==> config.mk <==
export PLATFORM = sky130hd
export DESIGN_NAME = sorted_priority_queue_top
export DESIGN_NICKNAME = d
export VERILOG_FILES = /design/src/hdl/spq_pkg.sv /design/src/hdl/sorted_priority_queue_top.sv /design/src/hdl/spq_ram.sv /design/src/hdl/spq_ctrl.sv /design/src/hdl/spq_dp.sv
export SDC_FILE = /design/constraint.sdc
export NUM_CORES = 1
export LEC_CHECK = 0
export BUFFER_PORTS_ARGS = -buffer_cell sky130_fd_sc_hd__clkbuf_2
export CORE_UTILIZATION = 50
export CTS_BUF_LIST = sky130_fd_sc_hd__clkbuf_8
export DETAILED_ROUTE_END_ITERATION = 8
export PLACE_DENSITY = 0.77
export SLEW_MARGIN = 20
export SYNTH_ARGS = -nofsm -noshare
export SYNTH_HDL_FRONTEND = slang
export SYNTH_SLANG_ARGS = --single-unit
==> constraint.sdc <==
create_clock -name clk -period 7 [get_ports clk]
set_input_delay 0.7 -clock clk [delete_from_list [all_inputs] [get_ports clk]]
set_output_delay 0.7 -clock clk [all_outputs]
set_load 0.005 [all_outputs]
==> src/hdl/spq_pkg.sv <==
// shared types, constants and index helpers for the sorted priority queue
package spq_pkg;

	localparam int DEPTH   = 16;
	localparam int IDX_W   = (DEPTH > 1) ? $clog2(DEPTH) : 1;
	localparam int DATA_W  = 32;
	localparam int PRIO_W  = 16;
	localparam int ENTRY_W = DATA_W + PRIO_W;

	// one stored entry: data word above priority
	typedef struct packed {
		logic signed [DATA_W-1:0] data;
		logic signed [PRIO_W-1:0] prio;
	} entry_t;

	// result status codes
	typedef enum logic [1:0] {
		STAT_DONE  = 2'd0,
		STAT_FULL  = 2'd1,
		STAT_EMPTY = 2'd2
	} status_t;

	// controller states
	typedef enum logic [2:0] {
		S_IDLE,
		S_DISPATCH,
		S_ENQ_STEP,
		S_ENQ_CMP,
		S_DEQ_DONE
	} ctrl_state_t;

	// commands from controller to datapath
	typedef struct packed {
		logic    capture;
		logic    enq_open;
		logic    rd_head;
		logic    rd_prev;
		logic    wr_new;
		logic    wr_shift;
		logic    pop;
		logic    res_load;
		logic    take_front;
		status_t res_status;
	} ctl_cmd_t;

	// status from datapath to controller
	typedef struct packed {
		logic action_deq;
		logic empty;
		logic full;
		logic at_head;
		logic less;
	} dp_stat_t;

	// circular successor
	function automatic logic [IDX_W-1:0] next_idx(input logic [IDX_W-1:0] p);
		logic [IDX_W-1:0] r;
		if (p == IDX_W'(DEPTH - 1)) r = '0;
		else r = IDX_W'(p + 1'b1);
		return r;
	endfunction

	// circular predecessor
	function automatic logic [IDX_W-1:0] prev_idx(input logic [IDX_W-1:0] p);
		logic [IDX_W-1:0] r;
		if (p == '0) r = IDX_W'(DEPTH - 1);
		else r = IDX_W'(p - 1'b1);
		return r;
	endfunction

endpackage

==> src/hdl/sorted_priority_queue_top.sv <==
// top level of the sorted priority queue
//
// A bounded queue of spq_pkg::DEPTH entries kept in priority order, oldest
// first among equal priorities. A command beat is taken at a rising edge
// where start is high and busy is low: action 0 enqueues item_data with
// item_priority, action 1 dequeues the front entry.
// Every command gives one result beat: done is high for exactly one cycle
// with status, front_data, front_priority, now_empty and now_full valid.
// The receiver cannot stall; the beat is shown once and is gone.
// Sequence from the accepting edge to the done cycle:
//   refused enqueue or dequeue: the result is loaded in the dispatch state
//   dequeue: registered read of the head entry, then the result is loaded
//   enqueue: one read and one write of the entry ram for each queued entry
//   of strictly lower priority that the new entry passes, then the new
//   entry is written at the head or behind the first entry that it does
//   not pass, and the result is loaded with that write
// busy is low in the done cycle, so the next command can follow at once.
// Reset empties the queue (pointers to zero); the entry ram is not cleared.
module sorted_priority_queue_top (
	input  logic                               clk,
	input  logic                               arst_n,
	input  logic                               start,
	output logic                               busy,
	input  logic                               action,
	input  logic signed [spq_pkg::DATA_W-1:0]  item_data,
	input  logic signed [spq_pkg::PRIO_W-1:0]  item_priority,
	output logic                               done,
	output logic [1:0]                         status,
	output logic signed [spq_pkg::DATA_W-1:0]  front_data,
	output logic signed [spq_pkg::PRIO_W-1:0]  front_priority,
	output logic                               now_empty,
	output logic                               now_full
);

	spq_pkg::ctl_cmd_t cmd;
	spq_pkg::dp_stat_t stat;

	spq_ctrl u_ctrl (
		.clk    (clk),
		.arst_n (arst_n),
		.start  (start),
		.stat   (stat),
		.cmd    (cmd),
		.busy   (busy)
	);

	spq_dp u_dp (
		.clk            (clk),
		.arst_n         (arst_n),
		.cmd            (cmd),
		.stat           (stat),
		.action         (action),
		.item_data      (item_data),
		.item_priority  (item_priority),
		.done           (done),
		.status         (status),
		.front_data     (front_data),
		.front_priority (front_priority),
		.now_empty      (now_empty),
		.now_full       (now_full)
	);

endmodule

==> src/hdl/spq_ram.sv <==
// generic single-port-write, single-port-read ram with registered read data
module spq_ram #(
	parameter int WIDTH = 48,
	parameter int DEPTH = 16
) (
	input  logic                                   clk,
	input  logic                                   we,
	input  logic [((DEPTH > 1) ? $clog2(DEPTH) : 1)-1:0] waddr,
	input  logic [WIDTH-1:0]                       wdata,
	input  logic                                   re,
	input  logic [((DEPTH > 1) ? $clog2(DEPTH) : 1)-1:0] raddr,
	output logic [WIDTH-1:0]                       rdata
);

	logic [WIDTH-1:0] mem [DEPTH];

	// write port
	always_ff @(posedge clk) begin
		if (we) mem[waddr] <= wdata;
	end

	// registered read port
	always_ff @(posedge clk) begin
		if (re) rdata <= mem[raddr];
	end

endmodule

==> src/hdl/spq_ctrl.sv <==
// controller state machine: sequences enqueue insertion and dequeue
module spq_ctrl (
	input  logic              clk,
	input  logic              arst_n,
	input  logic              start,
	input  spq_pkg::dp_stat_t stat,
	output spq_pkg::ctl_cmd_t cmd,
	output logic              busy
);

	spq_pkg::ctrl_state_t state_q, state_d;

	// state register
	always_ff @(posedge clk or negedge arst_n) begin
		if (!arst_n) state_q <= spq_pkg::S_IDLE;
		else state_q <= state_d;
	end

	// next state and commands
	always_comb begin
		state_d        = state_q;
		cmd            = '0;
		cmd.res_status = spq_pkg::STAT_DONE;
		busy           = 1'b1;
		case (state_q)
			spq_pkg::S_IDLE: begin
				busy = 1'b0;
				if (start) begin
					cmd.capture = 1'b1;
					state_d     = spq_pkg::S_DISPATCH;
				end
			end
			spq_pkg::S_DISPATCH: begin
				if (!stat.action_deq) begin
					if (stat.full) begin
						cmd.res_load   = 1'b1;
						cmd.res_status = spq_pkg::STAT_FULL;
						state_d        = spq_pkg::S_IDLE;
					end else begin
						cmd.enq_open = 1'b1;
						state_d      = spq_pkg::S_ENQ_STEP;
					end
				end else if (stat.empty) begin
					cmd.res_load   = 1'b1;
					cmd.res_status = spq_pkg::STAT_EMPTY;
					state_d        = spq_pkg::S_IDLE;
				end else begin
					cmd.rd_head = 1'b1;
					state_d     = spq_pkg::S_DEQ_DONE;
				end
			end
			// stop at head, else fetch the entry ahead
			spq_pkg::S_ENQ_STEP: begin
				if (stat.at_head) begin
					cmd.wr_new   = 1'b1;
					cmd.res_load = 1'b1;
					state_d      = spq_pkg::S_IDLE;
				end else begin
					cmd.rd_prev = 1'b1;
					state_d     = spq_pkg::S_ENQ_CMP;
				end
			end
			// move the lower entry back or drop the new one in place
			spq_pkg::S_ENQ_CMP: begin
				if (stat.less) begin
					cmd.wr_shift = 1'b1;
					state_d      = spq_pkg::S_ENQ_STEP;
				end else begin
					cmd.wr_new   = 1'b1;
					cmd.res_load = 1'b1;
					state_d      = spq_pkg::S_IDLE;
				end
			end
			spq_pkg::S_DEQ_DONE: begin
				cmd.pop        = 1'b1;
				cmd.res_load   = 1'b1;
				cmd.take_front = 1'b1;
				state_d        = spq_pkg::S_IDLE;
			end
			default: begin
				state_d = spq_pkg::S_IDLE;
			end
		endcase
	end

endmodule

==> src/hdl/spq_dp.sv <==
// datapath: entry store, head and tail pointers, insertion cursor, result registers
module spq_dp (
	input  logic                               clk,
	input  logic                               arst_n,
	input  spq_pkg::ctl_cmd_t                  cmd,
	output spq_pkg::dp_stat_t                  stat,
	input  logic                               action,
	input  logic signed [spq_pkg::DATA_W-1:0]  item_data,
	input  logic signed [spq_pkg::PRIO_W-1:0]  item_priority,
	output logic                               done,
	output logic [1:0]                         status,
	output logic signed [spq_pkg::DATA_W-1:0]  front_data,
	output logic signed [spq_pkg::PRIO_W-1:0]  front_priority,
	output logic                               now_empty,
	output logic                               now_full
);

	logic [spq_pkg::IDX_W-1:0] head_q, tail_q, pos_q;
	logic                      empty_q, action_q, done_q;
	spq_pkg::entry_t           new_q, rd_entry, wr_entry;
	spq_pkg::status_t          status_q;
	logic signed [spq_pkg::DATA_W-1:0] fdata_q;
	logic signed [spq_pkg::PRIO_W-1:0] fprio_q;
	logic [spq_pkg::ENTRY_W-1:0] rdata;
	logic [spq_pkg::IDX_W-1:0]   raddr;
	logic                        full;

	assign full = !empty_q && (spq_pkg::next_idx(tail_q) == head_q);

	// entry store
	assign raddr    = cmd.rd_head ? head_q : spq_pkg::prev_idx(pos_q);
	assign wr_entry = cmd.wr_shift ? rd_entry : new_q;
	assign rd_entry = spq_pkg::entry_t'(rdata);

	spq_ram #(
		.WIDTH (spq_pkg::ENTRY_W),
		.DEPTH (spq_pkg::DEPTH)
	) u_store (
		.clk   (clk),
		.we    (cmd.wr_new || cmd.wr_shift),
		.waddr (pos_q),
		.wdata (spq_pkg::ENTRY_W'(wr_entry)),
		.re    (cmd.rd_head || cmd.rd_prev),
		.raddr (raddr),
		.rdata (rdata)
	);

	// captured beat
	always_ff @(posedge clk) begin
		if (cmd.capture) begin
			new_q.data <= item_data;
			new_q.prio <= item_priority;
		end
	end

	always_ff @(posedge clk or negedge arst_n) begin
		if (!arst_n) action_q <= 1'b0;
		else if (cmd.capture) action_q <= action;
	end

	// queue pointers and insertion cursor
	always_ff @(posedge clk or negedge arst_n) begin
		if (!arst_n) begin
			head_q  <= '0;
			tail_q  <= '0;
			pos_q   <= '0;
			empty_q <= 1'b1;
		end else begin
			if (cmd.enq_open) begin
				if (empty_q) begin
					head_q  <= '0;
					tail_q  <= '0;
					pos_q   <= '0;
					empty_q <= 1'b0;
				end else begin
					tail_q <= spq_pkg::next_idx(tail_q);
					pos_q  <= spq_pkg::next_idx(tail_q);
				end
			end
			if (cmd.wr_shift) pos_q <= spq_pkg::prev_idx(pos_q);
			if (cmd.pop) begin
				if (head_q == tail_q) begin
					head_q  <= '0;
					tail_q  <= '0;
					empty_q <= 1'b1;
				end else begin
					head_q <= spq_pkg::next_idx(head_q);
				end
			end
		end
	end

	// result registers
	always_ff @(posedge clk or negedge arst_n) begin
		if (!arst_n) done_q <= 1'b0;
		else done_q <= cmd.res_load;
	end

	always_ff @(posedge clk) begin
		if (cmd.res_load) begin
			status_q <= cmd.res_status;
			fdata_q  <= cmd.take_front ? rd_entry.data : '0;
			fprio_q  <= cmd.take_front ? rd_entry.prio : '0;
		end
	end

	// status back to controller
	always_comb begin
		stat.action_deq = action_q;
		stat.empty      = empty_q;
		stat.full       = full;
		stat.at_head    = (pos_q == head_q);
		stat.less       = (rd_entry.prio < new_q.prio);
	end

	assign done           = done_q;
	assign status         = 2'(status_q);
	assign front_data     = fdata_q;
	assign front_priority = fprio_q;
	assign now_empty      = empty_q;
	assign now_full       = full;

endmodule

==> flow_summary.toml, run 1 <==
[logic_synthesis]
synth_commonest_cells = "edfxtp_1, mux2i_1, nand2b_1, nand3_1, clkbuf_1"
yosysSeqAreaShare = 0.6878
synthSimpleGateAreaFrac = 0.08082
synth_xor_area_frac = 0.002776
yosys.area.top_type = "edfxtp_1"
avgSynthCellArea_um2 = 14.77
yosys_warnings = 0
synth_top_area_share = 0.6766
synth_fa_ha_area_frac = 0.006786
netlist_area_um2 = 40560
ys_types = 61
syn_inst = 2747
synth_nets = 2821
synth-edff-count = 914
synth-main-ff-cell = "edfxtp_1"
synthMuxAreaShare = 0.1030
ys_ff_latch = 932
async_reset_ff_frac = 0.01931
netlist_top_cells_area = "edfxtp_1, mux2i_1, nand2b_1, mux2_2, nand3_1"
synth.most_common_cell = "edfxtp_1"
synth_compound_area_frac = 0.09106
synth_top_family_by_area = "multiplexers"

[timing]
timing.final.ws_setup_ns = 2.908
rsz0062_at_grt = "no"
fin_crit_sh = 0.5846
fmax_ghz = 0.2444
skew_ns = 0.04910
period_needed_ns = 4.092
tightest_slew_ns = 1.136
hold_slack_ns = 0.06598
setup_viol = 0
maxSlewViolCount = 0
relSlewSlack = 0.2429
hold_viol_final = 0
finalSetupTns_ns = 0

[cts]
cts_buffers = 152
clock_latency_ns = 0.84
cts_tree = "yes"
cts-resized-gates = 0
cts.sinks = 932
cts_root_buf = "clkbuf_8"
htreeDepth = 4
cts_setup_buffers = 0
clk_pin_slew_ns = 0.06
cts.path.max_buffers = 3

[routing]
ant_nets = 0
met1_length_um = 38090
wl_um = 99160
drc = 0
met3WireLength_um = 8184
viasPerCell = 6.231
vias = 25178
highest_layer = "met4"
drtPass1Iterations = 8
wl_met2_um = 48910
drtIter0Drc = 2763
wl_per_cell_um = 24.54

[critical_path]
regToRegSetupSlack_ns = 2.91
rr_worst_depth = 9
timing.rr.end = "u_dp.u_store.rdata[40]"
cp-end-kind = "register"
crit_type = "reg2reg"
cp_data_required_time_ns = 7.51
r2r_start = "u_dp.pos_q[0]"
cp-start-kind = "register"
crit_path_max_fanout = 107
crit_arrival_ns = 4.60

[layout]
utilization = 0.5624
drive_gt1_frac = 0.1676
nNetsFinal = 2933
fillCellCount = 6211
area_delta_synth_final_pct = 11.50

[outcome]
status = "completed"

[power_and_ir_drop]
power.switching_mw = 8.555
pwr-share-seq = 0.353
ir_drop_uv = 684.2
p_per_area_nw_per_um2 = 483.8
pwr-share-comb = 0.443
p_total_mw = 21.88
power_switching_share = 0.3910
leakagePower_nw = 15.55
clkPwrFrac = 0.205
internal-power_mw = 13.32

[floorplan]
design.core.area_um2 = 80420
fp.dieW_um = 286.8
dieArea_um2 = 82270
io_pins = 106
initial_utilization = 0.5044
die_h_um = 286.8
num_rows = 104

[global_routing]
grt-ovfl-total = 0
track_usage = 0.2410
grt_pass1_vias = 25899
grt_max_degree = 129
grt_pass1_wl_um = 150400
antenna_found_initial = 1

[place]
routabilityCongestion = 0.7835
hpwl_um = 53560
post-place-ws_ns = 3.016
portBuffers = 105

[job]
cap_violations = 0

[min_path]
hold_end = "u_dp.new_q[38]"
whs_path_depth = 1
hold_path.class = "in2reg"
hp-start = "item_data[22]"
[power by group through the flow]
stage	Clock (mW)	Combinational (mW)	Sequential [mW]
floorplan	0	7.07	7.65
global placement	0	9.16	7.80
detailed placement	0	9.58	7.82
CTS	4.55	9.63	7.71
global route	4.80	10.3	7.77
finish	4.47	9.69	7.71
[logic make-up after synthesis]
kind of cell / after synthesis
AO/OA/AOI/OAI: 525
buffers and inverters: 246
XOR/XNOR: 12
AND/OR/NAND/NOR: 612
multiplexers: 398
adder cells (fa/ha/maj): 22
flip-flops: 932
[per-stage QoR]
| stage | cell area [um2] | std cells |
|---|---|---|
| 6_report | 45230 | 4041 |
| 5_1_grt | 45230 | 4041 |
| 4_1_cts | 45190 | 4037 |
| 3_5_place_dp | 42130 | 3745 |
| 3_3_place_gp | 42100 | 3744 |
| 2_1_floorplan | 40560 | 2747 |
[timing repair]
action                                  in CTS  in global routing
hold buffers                                19                  0
endpoints found under the hold margin       35                  0
endpoints found under the setup margin       0                  0
[per-layer routing]
metal | track usage | up-vias
met5 | 0 | -
met4 | 0.1225 | 0
met3 | 0.04730 | 274
met2 | 0.3987 | 1297
met1 | 0.3025 | 12597
li1 | - | 11010
[critical path, cell delays in order (launching register included)]
cell	delay (ns)
dfrtp_1	0.48
inv_1	0.18
ha_4	0.97
buf_4	0.80
nand2b_1	0.20
a21oi_1	0.05
a311oi_1	0.35
mux2i_1	0.17
a32oi_1	0.27
o221ai_1	0.18
[cells in the final DEF, fill, tap and decap left out, drive strengths merged, types with 4 or more instances in the layout]
cell type    count
a211oi          98
a21o             4
a21oi          106
a311oi          99
a32oi           49
and2            49
buf             57
bufinv           6
clkbuf         257
clkinv          53
dfrtp           17
dlygate4sd3     19
edfxtp         914
ha              22
inv             84
mux2           145
mux2i          253
nand2          112
nand2b         197
nand3          195
nor2            30
nor2b            5
nor3             9
o21ai          106
o221ai          48
xnor2            7
xor2             5
[area by class of cell]
class | count | area [um2] | area share
Antenna cell | 3 | 7.507 | 0.0001660
Clock buffer | 152 | 2092 | 0.04626
Clock inverter | 121 | 779.5 | 0.01724
Inverter | 23 | 87.58 | 0.001937
Sequential cell | 932 | 27910 | 0.6170
Tap cell | 1060 | 1326 | 0.02933
Multi-Input combinational cell | 1569 | 11820 | 0.2612
Timing Repair Buffer | 181 | 1212 | 0.02681
[registers in the layout, indices dropped and copies added (netlist names)]
| register | cells |
|---|---|
| u_ctrl.state_q | 3 |
| u_dp.front_data | 32 |
| u_dp.front_priority | 16 |
| u_dp.status | 2 |
| u_dp.u_store.mem | 768 |
| u_dp.new_q | 48 |
| u_dp.u_store.rdata | 48 |
| u_dp.head_q | 4 |
| u_dp.done | 1 |
| u_dp.action_q | 1 |
| u_dp.now_empty | 1 |
| u_dp.pos_q | 4 |
| u_dp.tail_q | 4 |
[worst max path at each step]
stage                                 from                     end  slack, ns  depth (start not counted)
finish                       u_dp.pos_q[0]  u_dp.u_store.rdata[40]       2.91                          9
global route                 u_dp.pos_q[0]  u_dp.u_store.rdata[40]       2.71                          9
CTS                          u_dp.pos_q[0]  u_dp.u_store.rdata[40]       3.02                          9
detailed placement           u_dp.pos_q[0]  u_dp.u_store.rdata[40]       3.02                          9
global placement             u_dp.pos_q[0]   u_dp.u_store.rdata[4]       2.97                          8
floorplan           u_dp.u_store.rdata[13]      u_dp.front_data[0]       1.28                          7
No activity file was read; power rests on OpenSTA's default activity.
==> run 2: changes to the inputs <==
--- a/config.mk
+++ b/config.mk
@@ -9,7 +9,7 @@
 export CORE_UTILIZATION = 50
 export CTS_BUF_LIST = sky130_fd_sc_hd__clkbuf_8
 export DETAILED_ROUTE_END_ITERATION = 8
-export PLACE_DENSITY = 0.77
+export PLACE_DENSITY = 0.8
 export SLEW_MARGIN = 20
 export SYNTH_ARGS = -nofsm -noshare
 export SYNTH_HDL_FRONTEND = slang
==> constraint.sdc (replaced) <==
create_clock -name clk -period 3.3 [get_ports clk]
set_input_delay 0.33 -clock clk [delete_from_list [all_inputs] [get_ports clk]]
set_output_delay 0.33 -clock clk [all_outputs]
set_load 0.005 [all_outputs]
==> flow_summary.toml, run 2 (same netlist as run 1, synthesis figures left out) <==
[cts]
clk_pin_slew_ns = 0.06
htreeDepth = 4
cts.sinks = 932
clock_latency_ns = 0.80
cts_buffers = 147
cts_setup_buffers = 0
cts.path.max_buffers = 3
cts_tree = "yes"
cts_root_buf = "clkbuf_8"

[power_and_ir_drop]
p_per_area_nw_per_um2 = 1027
pwr-share-comb = 0.465
clkPwrFrac = 0.191
internal-power_mw = 28.56
leakagePower_nw = 15.79
pwr-share-seq = 0.343
power.switching_mw = 18.67
ir_drop_uv = 1731
power_switching_share = 0.3953

[timing]
maxSlewViolCount = 0
period_needed_ns = 3.189
skew_ns = 0.03812
fin_crit_sh = 0.9664
rsz0062_at_grt = "no"
fmax_ghz = 0.3136
hold_slack_ns = 0.03720
tightest_slew_ns = 1.129
relSlewSlack = 0.2471
hold_viol_final = 0
setup_viol = 0

[routing]
drtIter0Drc = 3685
drtPass1Iterations = 7
ant_nets = 0
drc = 0
wl_per_cell_um = 26.94
viasPerCell = 6.493
wl_um = 109800
vias = 26454

[global_routing]
grt_max_degree = 100
track_usage = 0.2634
grt_pass1_wl_um = 160000
antenna_found_initial = 2
grt-ovfl-total = 0
grt_pass1_vias = 26664

[layout]
final_common_cell = "edfxtp_1"
largest_reg_flops = 768
layout_common_cells = "edfxtp_1, mux2i_1, nand2b_1"
finish.instance_area_um2 = 46000
fin_cells = 4074
regMostFlops = "u_dp.u_store.mem"
fillCellCount = 5957
area_delta_synth_final_pct = 13.41
utilization = 0.5720
nNetsFinal = 2984
top_regs = "u_dp.u_store.mem x768, u_dp.new_q x48, u_dp.u_store.rdata x48"
drive_gt1_frac = 0.1792

[critical_path]
crit_type = "reg2reg"
startpoint = "u_dp.u_store.rdata[5]"
cp_data_required_time_ns = 3.75
crit_path_max_fanout = 16
r2r_start = "u_dp.u_store.rdata[5]"
cp-start-kind = "register"
crit_arrival_ns = 3.64
cp-end-kind = "register"

[place]
hpwl_um = 55370
placed_cells_incl_taps = 3769
dpl_cell_area_um2 = 42820
portBuffers = 105
routabilityCongestion = 0.7937

[floorplan]
io_pins = 106
die_h_um = 286.8
num_rows = 104
design.core.area_um2 = 80420
fp.dieW_um = 286.8
initial_utilization = 0.5044
dieArea_um2 = 82270

[outcome]
status = "completed"

[min_path]
hold_path.class = "in2async"

[job]
cap_violations = 0
[run 2: cell count changes in the layout (fill, tap and decap cells not counted), moves of 5 or more]
cell           before  now
mux2_1             45   30
clkinv_8            5    0
inv_1              74   59
buf_4              52   36
buf_12              2   43
clkinv_2           16   23
mux2_2            100  115
clkinvlp_4          1    7
clkinv_1           32   24
dlygate4sd3_1      19   51
[run 2: metrics by stage]
step / setup TNS, ns / power [mW] / setup slack [ns]
after CTS: 0 / 46.84 / 0.08263
after global routing: 0 / 49.02 / 0.0003428
after global placement: 0 / 36.79 / 0.1813
after detailed placement: 0 / 37.79 / 0.1330
final: 0 / 47.24 / 0.1110
after floorplan: -539.44 / 31.20 / -0.7504
[run 2: worst paths after layout]
kind                                           endpoint  slack, ns  depth (start not counted)
worst max-delay path            u_dp.u_store.mem[5][28]       0.11                          9
worst min-delay path                     u_dp.head_q[2]       0.04                          2
worst max register to register  u_dp.u_store.mem[5][28]       0.11                          9
worst min register to register       u_dp.front_data[3]       0.55                          1
max in group asynchronous                u_dp.head_q[1]       2.87                          2
min in group clk                         u_dp.new_q[17]       0.25                          2
[run 2: area by class of cell]
class	instances	area (um2)	share of cell area
sequential	932	27910	0.6066
clock buffer	151	2078	0.04518
multi-input combinational	1569	11840	0.2573
antenna	1	2.502	0.00005440
timing repair buffer	237	2190	0.04760
tap	1060	1326	0.02883
clock inverter	101	575.6	0.01251
inverter	23	87.58	0.001904
[run 2: critical path, cell delays in order (launching register included)]
cell      delay (ns)
edfxtp_1        0.41
ha_1            0.33
a21oi_1         0.17
o21ai_0         0.15
a211o_1         0.35
a31oi_4         0.21
mux2i_4         0.31
buf_12          0.18
buf_12          0.17
mux2_1          0.54
[run 2: timing repair]
item                       4_1_cts  5_1_grt
hold endpoints to repair        68        0
setup endpoints to repair        0      192
gates resized for setup          0       16
hold buffers                    51        0
[run 2: power groups by stage]
stage / registers, mW / clock network, mW / logic, mW
floorplan: 16.2 / 0 / 15.0
global placement: 16.4 / 0 / 20.4
detailed placement: 16.4 / 0 / 21.4
CTS: 16.2 / 9.12 / 21.5
global route: 16.3 / 9.60 / 23.1
finish: 16.2 / 9.04 / 22.0
[run 2: layer usage]
metal,wire length (um),GRT usage,up-vias
li1,-,-,11092
met5,0,0,-
met1,40540,0.3361,12988
met2,51430,0.4220,1991
met4,4650,0.1307,0
met3,13130,0.06405,383
